<file path="config.mk">
export PLATFORM = sky130hd
export DESIGN_NAME = ttl_cell
export DESIGN_NICKNAME = d
export VERILOG_FILES = /design/src/rtl/ttl_pkg.sv /design/src/rtl/ttl_cell.sv
export SDC_FILE = /design/constraint.sdc
export NUM_CORES = 1
export LEC_CHECK = 0
export BUFFER_PORTS_ARGS = -buffer_cell sky130_fd_sc_hd__clkbuf_2
export CAP_MARGIN = 20
export CELL_PAD_IN_SITES_DETAIL_PLACEMENT = 0
export CELL_PAD_IN_SITES_GLOBAL_PLACEMENT = 1
export CORE_MARGIN = 1.5
export CORE_UTILIZATION = 34
export CTS_CLUSTER_SIZE = 16
export DETAILED_ROUTE_END_ITERATION = 6
export GPL_TIMING_DRIVEN = 1
export PLACE_DENSITY_LB_ADDON = 0.1
export RECOVER_POWER = 25
export SYNTH_ARGS = -nofsm -noshare
export SYNTH_HDL_FRONTEND = slang
export SYNTH_SLANG_ARGS = --single-unit
</file>
<file path="constraint.sdc">
create_clock -name clk_i -period 1.9 [get_ports clk_i]
set_input_delay 0.095 -clock clk_i [delete_from_list [all_inputs] [get_ports clk_i]]
set_output_delay 0.095 -clock clk_i [all_outputs]
set_load 0.01 [all_outputs]
</file>
<file path="src/rtl/ttl_pkg.sv">
package ttl_pkg;

  localparam int TTL_ENTRIES_DEF  = 64;
  localparam int TTL_KEY_BITS_DEF = 40;

  localparam int TIME_W = 32;
  localparam int EXP_W  = 33;
  localparam int LIVE_W = 7;

  localparam logic [TIME_W-1:0] TTL_RESET = 32'd3600;
  localparam logic [LIVE_W-1:0] LIVE_MAX  = 7'd127;

  localparam logic [1:0] CMD_GEN   = 2'd0;
  localparam logic [1:0] CMD_RENEW = 2'd1;
  localparam logic [1:0] CMD_COUNT = 2'd2;

  typedef enum logic [1:0] {
    ST_DONE    = 2'd0,
    ST_IGNORED = 2'd1,
    ST_FULL    = 2'd2
  } status_e;

endpackage

</file>
<file path="src/rtl/ttl_cell.sv">
module ttl_cell import ttl_pkg::*; #(
  parameter int KEY_BITS = TTL_KEY_BITS_DEF
) (
  input  logic                clk_i,
  input  logic                rst_ni,
  input  logic                shift_i,
  input  logic                wr_i,
  input  logic                nb_used_i,
  input  logic [KEY_BITS-1:0] nb_key_i,
  input  logic [EXP_W-1:0]    nb_exp_i,
  input  logic [KEY_BITS-1:0] wr_key_i,
  input  logic [EXP_W-1:0]    wr_exp_i,
  output logic                used_o,
  output logic [KEY_BITS-1:0] key_o,
  output logic [EXP_W-1:0]    exp_o
);

  logic                used_q;
  logic [KEY_BITS-1:0] key_q;
  logic [EXP_W-1:0]    exp_q;

  // The used bit is the only state that reset has to clear.
  always_ff @(posedge clk_i or negedge rst_ni) begin
    if (!rst_ni) begin
      used_q <= 1'b0;
    end else if (shift_i) begin
      used_q <= nb_used_i;
    end else if (wr_i) begin
      used_q <= 1'b1;
    end
  end

  always_ff @(posedge clk_i) begin
    if (shift_i) begin
      key_q <= nb_key_i;
      exp_q <= nb_exp_i;
    end else if (wr_i) begin
      key_q <= wr_key_i;
      exp_q <= wr_exp_i;
    end
  end

  assign used_o = used_q;
  assign key_o  = key_q;
  assign exp_o  = exp_q;

endmodule

</file>
# Yosys cells after proc, flatten, opt, wreduce, memory -nomap -nowiden
# Cells that the tools add are included.
[classes]
reduce_logical = 1
muxes = 6
[ops]
columns = ["cell", "n"]
rows = [
  ["40-bit two-way mux", 2],
  ["33-bit two-way mux", 2],
  ["1-bit two-way mux", 2],
  ["2-bit nonzero test", 1],
]
[totals]
elab_cells = 10
output_inout_bits = 74
in_bits = 151
register_bits = 74

# Longest topological paths before layout
# Gate-level depths: netlist of run 1.
[logic_depth]
depth_word = 2
depth_mapped = 4
ltp_nobuf = 2

# Worst setup path before layout of run 1
# Ideal clock, no wire load.
[synth_path]
path_type = "input port to flip-flop"
startpoint = "in shift_i"
endpoint = "reg exp_q[0] (netlist: exp_o[0]), enable pin"
required_time_ns = 1.500
path_slack_ns = 0.153
path_buffers = 2
setup_time_ns = 0.400
stages = 3
arrival_ns = 1.348
cell_sequence = "buf_4 > buf_6 > or2_2"
[synth_via]
elab_chain_cells = 1
[synth_lines]
columns = ["item", "line", "source"]
rows = [
  ["start, declared", "ttl_cell.sv:6", "input logic shift_i,"],
  ["2-bit nonzero test (no line)", "--", ""],
  ["end signal, assigned", "ttl_cell.sv:36", "exp_q <= nb_exp_i;"],
  ["end signal, assigned", "ttl_cell.sv:39", "exp_q <= wr_exp_i;"],
  ["end, declared", "ttl_cell.sv:20", "logic [EXP_W-1:0] exp_q;"],
]
# Every way passes these cells.
# A chain may end at the register's enable or synchronous reset.

# Worst setup path in the final report of run 1
[layout_path]
startpoint = "in shift_i"
endpoint = "reg exp_q[1] (netlist: exp_o[1]), data pin"
[layout_via]
elab_chain_cells = 1
[layout_lines]
columns = ["item", "line", "source"]
rows = [
  ["33-bit two-way mux", "ttl_cell.sv:34", "if (shift_i) begin"],
]
# Every way passes these cells.

==> results of run 1 <==
-- repair_timing --
action                    CTS  global route
hold buffers                2             0
hold endpoints to repair    2             0
setup buffers               0             0
-- metal layers --
metal  track usage [%]  wire length, µm
met4             7.151              173
met3             5.895              747
met2             25.52             3935
met5                 0                0
met1             16.43             2943
-- cells by family (layout without fill, tap and decap cells) --
kind of cell	after synthesis	in the layout	share of synthesized area, %
AOI/OAI and AO/OA	1	1	0.1544
muxes	73	73	28.86
and+or+nand+nor	3	3	0.4249
DFF	74	74	68.47
buffers and inverters	8	246	2.086
-- layout make-up --
type / count / area, µm²
multi-input combinational: 77 / 912.1
clock inverter: 4 / 20.02
clock buffer: 11 / 131.4
fill: 853 / 4594
sequential: 74 / 2217
timing repair buffer: 231 / 1204
tap: 129 / 161.4
-- report_power, final --
part           switching (W)  leakage (nW)  internal, W
sequential         0.0000475         0.755      0.00200
clock               0.000541        0.0827     0.000459
combinational       0.000301          1.35     0.000354
total               0.000890          2.19      0.00281
-- metrics by stage --
| stage | total power [W] | hold slack, ns | area, µm² | utilization (%) |
|---|---|---|---|---|
| 6_report | 0.003703 | 0.03806 | 4646 | 50.28 |
| 5_1_grt | 0.003891 | 0.01931 | 4646 | 50.28 |
| 4_1_cts | 0.003788 | 0.02372 | 4705 | 50.91 |
| 3_5_place_dp | 0.002773 | -0.1277 | 4533 | 49.06 |
| 3_3_place_gp | 0.002758 | -0.1295 | 4533 | 49.06 |
| 2_1_floorplan | 0.002401 | -0.2006 | 3238 | - |
-- cell usage in the layout, fill, tap and decap left out, drive strengths merged --
master and count:
or2 1, nor2 1, dlygate4sd3 2, mux2 73
clkinv 4, dfrtp 1, edfxtp 73, buf 5
nand2 1, o21ai 1, clkbuf 235
-- worst register-to-register path, stage by stage (launching register included) --
cell,delay [ns]
dfrtp_1,0.38
nor2_1,0.08
o21ai_0,0.08
-- state kept, by name, summed over array words and instances (netlist names) --
register / flops
used_o: 1
exp_o: 33
key_o: 40
-- worst paths after layout --
| path | startpoint | endpoint | slack (ns) | depth (start not counted) |
|---|---|---|---|---|
| setup / recovery | shift_i | exp_o[1] | 0.59 | 3 |
| hold / removal | wr_key_i[19] | key_o[19] | 0.04 | 2 |
| setup reg to reg | used_o | used_o | 1.24 | 2 |
| hold reg to reg | used_o | used_o | 0.57 | 2 |
| max in group asynchronous | rst_ni | used_o | 1.74 | 2 |
| min in group asynchronous | rst_ni | used_o | 0.07 | 2 |
==> metrics.yaml, run 1 <==
place_inst: 509
die_h_um: 100.6
fin_cells: 526
drt-total-wl_um: 7800
clk_pin_slew_ns: 0.08
ys_seq_elements: 74
gp_congestion: 0.7040
p_leak_nw: 2.188
synth_area_um2: 3238
yosysMostFrequentCell: "edfxtp_1"
min_path_type: "input pin to flip-flop"
synth.area.top_cells: "edfxtp_1 68%, mux2_4 14%, mux2_2 13%"
status: "completed"
area_growth_pct: 43.47
period_needed_ns: 1.306
cts-buffers-inserted: 9
powerDensity_nw_per_um2: 797.1
cp-start-kind: "input pin"
antenna_found_initial: 0
die-area_um2: 10120
initial_utilization_pct: 35.04
fmax_ghz: 0.7655
timing.final.ws_setup_ns: 0.5936
finClkSkew_ns: 0
crit_family: "buffers and inverters"
cp_slowest_cell: "clkbuf_2"
clkLatencyLatePin_ns: 0.33
synth_nets: 310
die_w_um: 100.6
cts-root-buf: "clkbuf_8"
cts.sinks: 74
pre_cts_ws_ns: 0.7116
syn_avg_cell_area_um2: 20.37
vias: 2264
final_layout_size_suffix_gt1_share_pct: 74.81
ys.flop_type: "edfxtp_1"
slew_headroom_pct: 34.66
worstPathMaxFanout: 38
grt_pass1_vias: 2229
via_per_inst: 4.304
worst-endpoint-arrival_ns: 1.39
ys_top_cells_by_count: "73 x edfxtp_1, 36 x mux2_2, 30 x mux2_4"
htree_levels: 3
end_kind: "flip-flop"
drt_pass1_iterations: 4
rsz0062_at_grt: "no"
worst_slew_pin_slew_ns: 0.9801
syn_inst: 159
insertedDiodeCount: 0
final-setup-viol-count: 0
synth.distinct_cells: 12
final_hold_viol_count: 0
synth_top_cell_by_area: "edfxtp_1"
drt_iter0_drc: 49
cts.repair.resized: 0
maxSlewViolCount: 0
crit_type: "input pin to flip-flop"
yosysWarnings: 0
synthArstFlopShare_pct: 1.351
grt_pass1_wl_um: 11160
crit_chain: "buf_4 -> clkbuf_2 -> mux2_2"
synth_top_area_share_pct: 67.70
min_period_over_period_pct: 68.76
path_buf_inv: 2
hpwl_um: 6108
fin_setup_tns_ns: 0
grt_max_degree: 39
drc_errors: 0
portBuffers: 224
clockBufferDepth: 2
core_um2: 9240
nets: 544
final_antenna_net_count: 0
cap_viol_max_count: 0
rows: 35
track_usage_pct: 15.02
synth_edf_count: 73
critPathRequiredTime_ns: 1.98
grt-ovfl-total: 0
cts_tree: "yes"
seq_area_frac_synth_pct: 68.47
critical-path-max-stage-delay_ns: 0.74
ir_drop_uv: 364.5
top_level_ports: 225
wl_per_cell_um: 14.83
(Power assumes the default switching activity.)
==> run 2, diff against run 1 <==
--- a/config.mk
+++ b/config.mk
@@ -10,7 +10,7 @@
 export CELL_PAD_IN_SITES_DETAIL_PLACEMENT = 0
 export CELL_PAD_IN_SITES_GLOBAL_PLACEMENT = 1
 export CORE_MARGIN = 1.5
-export CORE_UTILIZATION = 34
+export CORE_UTILIZATION = 29
 export CTS_CLUSTER_SIZE = 16
 export DETAILED_ROUTE_END_ITERATION = 6
 export GPL_TIMING_DRIVEN = 1
==> constraint.sdc (replaced) <==
create_clock -name clk_i -period 1.2 [get_ports clk_i]
set_input_delay 0.06 -clock clk_i [delete_from_list [all_inputs] [get_ports clk_i]]
set_output_delay 0.06 -clock clk_i [all_outputs]
set_load 0.01 [all_outputs]
==> run 2 against run 1 <==
  * Worst setup slack lost 0.40 ns
  * Clock skew is the same
  * First-iteration DRC count shrank 4.1%
  * Sequential share of layout area shrank 3.5 points
  * Worst hold slack lost 0.020 ns
  * Highest routed layer unchanged
==> metrics.yaml, run 2 (synthesis gave the netlist of run 1 again) <==
status: "completed"
drt_iter0_drc: 47  # -4.1%
cts.repair.resized: 0  # unchanged
seqCellArea_um2: 2217  # unchanged
worstReg2RegEnd: "used_o"
ir_drop_uv: 482.4  # +32%
wl_per_cell_um: 14.22  # -4.1%
switching_share_pct: 23.35  # -0.69 points
drt_pass1_iterations: 4  # unchanged
mostFrequentLayoutCell: "clkbuf_2"
grt-ovfl-total: 0  # unchanged
die_w_um: 108.7  # +8.0%
p_switching_w: 0.001427  # +60%
end_kind: "flip-flop"
mostFrequentLayoutCells: "223 x clkbuf_2, 73 x edfxtp_1, 36 x mux2_2"
worstPathMaxFanout: 40  # +5.3%
drc_errors: 0  # unchanged
cts-buffers-inserted: 9  # unchanged
via_per_inst: 4.168  # -3.2%
clk_pin_slew_ns: 0.07  # about the same
place_area_um2: 4559  # +0.58%
reg2reg_depth: 2  # unchanged
initial_utilization_pct: 29.87  # -5.2 points
comb_power_share_pct: 18.7  # +1.0 points
clockPowerShare_pct: 28.3  # +1.3 points
cts_tree: "yes"
multi_input_area_um2: 953.4  # +4.5%
fin_util_pct: 46.25  # -4.0 points
cp_slowest_cell: "or2_0"
nets: 571  # +5.0%
rows: 38  # +8.6%
fmax_ghz: 0.9921
hpwl_um: 6071  # -0.60%
die-area_um2: 11810  # +17%
largest_reg_flops: 40  # unchanged
drt-total-wl_um: 8034  # +3.0%
grt_pass1_wl_um: 11390  # +2.0%
maxSlewViolCount: 0  # unchanged
p_leak_nw: 2.355  # +7.6%
min_path_type: "input pin to flip-flop"
fillers: 1023  # +20%
slew_headroom_pct: 73.37  # +39 points
pwr-share-seq_pct: 53.0  # -2.3 points
min_period_over_period_pct: 84.00
gp_congestion: 0.7302  # +3.7%
cp-endpoint: "key_o[31]"
rrSetupSlack_ns: 0.54  # -0.70 ns
critical-path-max-stage-delay_ns: 0.35  # -0.39 ns
top_level_ports: 225  # unchanged
worst_slew_pin_slew_ns: 0.3994  # -0.5807 ns
core_um2: 10840  # +17%
crit_chain: "clkbuf_1 -> or2_0 -> buf_12"
final_hold_viol_count: 0  # unchanged
crit_type: "input pin to flip-flop"
die_h_um: 108.7  # +8.0%
grt_max_degree: 41  # +5.1%
critPathRequiredTime_ns: 1.22  # -0.76 ns
internal_power_w: 0.004686  # +67%
cts.sinks: 74  # unchanged
r2r-start: "used_o"
cap_viol_max_count: 0  # unchanged
portBuffers: 224  # unchanged
antenna_found_initial: 0  # unchanged
fin_area_um2: 5014  # +7.9%
vias: 2355  # +4.0%
htree_levels: 3  # unchanged
insertedDiodeCount: 0  # unchanged
powerDensity_nw_per_um2: 1219  # +53%
final-setup-viol-count: 0  # unchanged
track_usage_pct: 13.16  # -1.9 points
grt_pass1_vias: 2316  # +3.9%
rsz0062_at_grt: "no"
cp-startpoint: "shift_i"
worst-endpoint-arrival_ns: 1.03  # -0.36 ns
cp-start-kind: "input pin"
clkLatencyLatePin_ns: 0.33  # about the same
area_growth_pct: 54.83
final_layout_size_suffix_gt1_share_pct: 71.76  # -3.0 points
cts-root-buf: "clkbuf_8"
final_antenna_net_count: 0  # unchanged
period_needed_ns: 1.008
finClkSkew_ns: 0  # unchanged
clockBufferDepth: 2  # unchanged
==> run 2: worst min path at each step <==
stage | startpoint | endpoint | slack [ns] | depth (start not counted)
2_1_floorplan | rst_ni | used_o | -0.24 | 0
3_3_place_gp | rst_ni | used_o | -0.16 | 1
3_5_place_dp | rst_ni | used_o | -0.16 | 1
4_1_cts | rst_ni | used_o | 0.000007 | 2
5_1_grt | nb_key_i[24] | key_o[24] | 0.00005 | 2
6_report | wr_key_i[33] | key_o[33] | 0.02 | 2
==> run 2: metal layers <==
metal	global-route usage (%)	vias to the layer above	share of wire [%]
met5	0	-	0
met4	5.827	0	2.2
met3	4.961	13	10
met2	23.27	133	50
met1	13.90	1065	37
li1	-	1144	-
==> run 2: power by group through the flow <==
stage / registers, W / logic, W / clock network (W)
floorplan: 0.00346 / 0.000350 / 0
global placement: 0.00329 / 0.00109 / 0
detailed placement: 0.00330 / 0.00110 / 0
CTS: 0.00324 / 0.00116 / 0.00180
global route: 0.00326 / 0.00125 / 0.00192
finish: 0.00324 / 0.00114 / 0.00173
==> run 2: metrics by stage <==
step	cells	setup slack, ns	total power [W]	TNS (ns)	hold WS, ns
after floorplan	159	-0.07162	0.003807	-5.228	-0.2356
after global placement	520	0.1172	0.004380	0	-0.1647
after detailed placement	520	0.1084	0.004396	0	-0.1626
after CTS	559	0.2109	0.006200	0	0.000006911
after global routing	565	0.1482	0.006432	0	0.00005329
final	565	0.1920	0.006114	0	0.01775
==> run 2: final cells by class <==
class | count | share of cell area [%]
Sequential cell | 74 | 44.22
Timing Repair Buffer | 258 | 29.87
Multi-Input combinational cell | 77 | 19.02
Tap cell | 140 | 3.494
Clock buffer | 16 | 3.394
==> run 2: repair_timing <==
action / in CTS / in global routing
buffers inserted: 0 / 0
hold endpoints to repair: 14 / 4
hold buffers: 23 / 6
==> run 2: worst max-delay path: cells and delay by family <==
family                 cells  cell delay (ns)
AND/OR/NAND/NOR            1             0.35
buffers and inverters      2             0.58
==> run 3, diff against run 2 <==
==> constraint.sdc (replaced) <==
create_clock -name clk_i -period 0.9 [get_ports clk_i]
set_input_delay 0.045 -clock clk_i [delete_from_list [all_inputs] [get_ports clk_i]]
set_output_delay 0.045 -clock clk_i [all_outputs]
set_load 0.01 [all_outputs]
==> run 3 against run 2 <==
  * The flow now stops in 4_1_cts
  * Synthesized area unchanged
  * Synthesized cell count unchanged
==> metrics.yaml, run 3 <==
synth_edf_count: 73  # unchanged
yosysMostFrequentCell: "edfxtp_1"
synth.distinct_cells: 12  # unchanged
hpwl_um: 6146  # +1.2%
yosysWarnings: 0  # unchanged
synth.area.top_cells: "edfxtp_1 68%, mux2_4 14%, mux2_2 13%"
flow.stopped_at: "4_1_cts"
ys_top_cells_by_count: "73 x edfxtp_1, 36 x mux2_2, 30 x mux2_4"
cts.sinks: 74  # unchanged
cts-root-buf: "clkbuf_8"
status: "stopped before the end"
gp_congestion: 0.7333  # +0.42%
ys_seq_elements: 74  # unchanged
cts.repair.resized: 0  # unchanged
rows: 38  # unchanged
synth_top_area_share_pct: 67.70  # unchanged
syn_avg_cell_area_um2: 20.37  # unchanged
synth_area_um2: 3238  # unchanged
syn_inst: 159  # unchanged
ys.flop_type: "edfxtp_1"
synth_nets: 310  # unchanged
cts_setup_buffers: 1  # +1
cts-buffers-inserted: 9  # unchanged
seq_area_frac_synth_pct: 68.47  # unchanged
postCtsHoldBufs: 109  # +370%
top_level_ports: 225  # unchanged
place_inst: 525  # +0.96%
synth_top_cell_by_area: "edfxtp_1"
stop_error: "[ERROR RSZ-0060] Max buffer count reached."
synthArstFlopShare_pct: 1.351  # unchanged
die_h_um: 108.7  # unchanged
htree_levels: 3  # unchanged
initial_utilization_pct: 29.87  # unchanged
clockBufferDepth: 2  # unchanged
die_w_um: 108.7  # unchanged
portBuffers: 224  # unchanged
## run 3: cell counts after synthesis
No cell type changed its count.
## run 3: cells by family after synthesis
logic type	count (synthesis)	synth area share [%]
AO/OA/AOI/OAI	1	0.1544
buffers and inverters	8	2.086
flip-flops	74	68.47
multiplexers	73	28.86
AND/OR/NAND/NOR	3	0.4249
## run 3: stage by stage
stage                     instance area (µm²)  setup slack, ns
after floorplan                          3257          -0.3566
after global placement                   4597          -0.1720
after detailed placement                 4597          -0.1864
==> run 4, diff against run 3 <==
--- a/config.mk
+++ b/config.mk
@@ -7,14 +7,11 @@
 export LEC_CHECK = 0
 export BUFFER_PORTS_ARGS = -buffer_cell sky130_fd_sc_hd__clkbuf_2
 export CAP_MARGIN = 20
-export CELL_PAD_IN_SITES_DETAIL_PLACEMENT = 0
-export CELL_PAD_IN_SITES_GLOBAL_PLACEMENT = 1
 export CORE_MARGIN = 1.5
-export CORE_UTILIZATION = 29
-export CTS_CLUSTER_SIZE = 16
+export CORE_UTILIZATION = 25
 export DETAILED_ROUTE_END_ITERATION = 6
 export GPL_TIMING_DRIVEN = 1
-export PLACE_DENSITY_LB_ADDON = 0.1
+export PLACE_DENSITY_LB_ADDON = 0.15
 export RECOVER_POWER = 25
 export SYNTH_ARGS = -nofsm -noshare
 export SYNTH_HDL_FRONTEND = slang
==> constraint.sdc (replaced) <==
create_clock -name clk_i -period 1.2 [get_ports clk_i]
set_input_delay 0.06 -clock clk_i [delete_from_list [all_inputs] [get_ports clk_i]]
set_output_delay 0.06 -clock clk_i [all_outputs]
set_load 0.01 [all_outputs]
==> run 4 against run 3 <==
  * The run now ends clean
==> metrics.yaml, run 4 (synthesis gave the netlist of run 1 again) <==
path_depth: 1
htree_levels: 3  # unchanged
initial_utilization_pct: 25.66  # -4.2 points
track_usage_pct: 11.38
die_h_um: 116.8  # +7.5%
final_hold_viol_count: 0
clk_pin_slew_ns: 0.05
portBuffers: 224  # unchanged
maxSlewViolCount: 0
reg2reg_depth: 2
final_antenna_net_count: 0
crit_family: "flip-flops"
mostFrequentLayoutCell: "clkbuf_2"
cts.sinks: 74  # unchanged
cts-root-buf: "clkbuf_16"
crit_type: "flip-flop to primary output"
period_needed_ns: 0.9185
clockPowerShare_pct: 39.6
critical-path-max-stage-delay_ns: 0.39
rows: 41  # +7.9%
holdCritStartpoint: "wr_key_i[20]"
cap_viol_max_count: 0
fin_area_um2: 4936
drt_pass1_iterations: 4
p_leak_nw: 2.267
rrSetupSlack_ns: 0.52
core_um2: 12620
die-area_um2: 13640
worst_slew_pin_slew_ns: 0.2723
comb_power_share_pct: 14.7
drt_iter0_drc: 72
rsz0062_at_grt: "no"
worst-endpoint-arrival_ns: 0.86
pwr-share-seq_pct: 45.6
grt-ovfl-total: 0
mostFrequentLayoutCells: "224 x clkbuf_2, 73 x edfxtp_1, 32 x mux2_2"
clkLatencyLatePin_ns: 0.33
via_per_inst: 3.984
area_growth_pct: 52.43
power.total_w: 0.007121
largest_reg_flops: 40
path_buf_inv: 1
final_layout_size_suffix_gt1_share_pct: 71.04
switching_share_pct: 21.68
place_area_um2: 4639  # +0.93%
cts_tree: "yes"
die_w_um: 116.8  # +7.5%
hpwl_um: 6235  # +1.5%
worstPathMaxFanout: 1
grt_max_degree: 37
antenna_found_initial: 0
nets: 550
ir_drop_uv: 591.1
min_period_over_period_pct: 76.54
p_switching_w: 0.001544
clockBufferDepth: 2  # unchanged
holdWs_ns: 0.01537
cp_slowest_cell: "edfxtp_1"
wl_per_cell_um: 14.04
cp-startpoint: "key_o[22]"
cts_setup_buffers: 0  # -1
finClkSkew_ns: 0
gp_congestion: 0.6944  # -5.3%
worst_hold_path.endpoint: "key_o[20]"
top_level_ports: 225  # unchanged
crit_chain: "clkbuf_2"
grt_pass1_wl_um: 11120
slew_headroom_pct: 81.85
drc_errors: 0
drt-total-wl_um: 8087
cp-start-kind: "flip-flop"
whs_path_depth: 2
worstReg2RegEnd: "used_o"
cts-buffers-inserted: 9  # unchanged
insertedDiodeCount: 0
vias: 2295
fmax_ghz: 1.089
end_kind: "primary output"
grt_pass1_vias: 2214
final-setup-viol-count: 0
critPathRequiredTime_ns: 1.14
status: "completed"
powerDensity_nw_per_um2: 1443
internal_power_w: 0.005577
r2r-start: "used_o"
min_path_type: "input pin to flip-flop"
run 4: cell type report:
type | instances | area (µm²)
multi-input cells | 77 | 880.8
clock buffers | 15 | 287.8
flip-flops and latches | 74 | 2217
repair buffers | 237 | 1305
fillers | 1238 | 7684
clock inverters | 1 | 30.03
well taps | 172 | 215.2
run 4: layer usage:
metal  share of wire, %  track usage [%]  routed length (µm)
met1                 41            12.83                3340
met4                1.9            6.747                 152
met5                  0                0                   0
met2                 45            18.05                3621
met3                 12            4.840                 972
run 4: power by group through the flow:
stage | clock (W) | combinational [W] | sequential (W)
2_1_floorplan | 0 | 0.000350 | 0.00346
3_3_place_gp | 0 | 0.00111 | 0.00330
3_5_place_dp | 0 | 0.00111 | 0.00331
4_1_cts | 0.00292 | 0.00113 | 0.00326
5_1_grt | 0.00301 | 0.00115 | 0.00328
6_report | 0.00282 | 0.00105 | 0.00325
run 4: worst max path at each step:
stage / slack [ns] / endpoint
after floorplan: -0.07 / exp_o[0]
after global placement: 0.11 / key_o[24]
after detailed placement: 0.10 / key_o[6]
after CTS: 0.25 / key_o[31]
after global routing: 0.23 / exp_o[7]
final: 0.28 / key_o[22]
run 4: metrics by stage:
stage                     utilization (%)  instances  setup TNS (ns)  worst slack [ns]
final                               39.11        576               0            0.2815
after global routing                39.11        576               0            0.2257
after CTS                           39.76        576               0            0.2472
after detailed placement            36.76        554               0            0.1044
after global placement              36.76        554               0            0.1091
after floorplan                         -        159          -5.228          -0.07162
run 4: repair_timing:
| action | in CTS | in global routing |
|---|---|---|
| hold buffers | 6 | 0 |
| endpoints found under the hold margin | 4 | 0 |
| gates resized for setup | 0 | 0 |
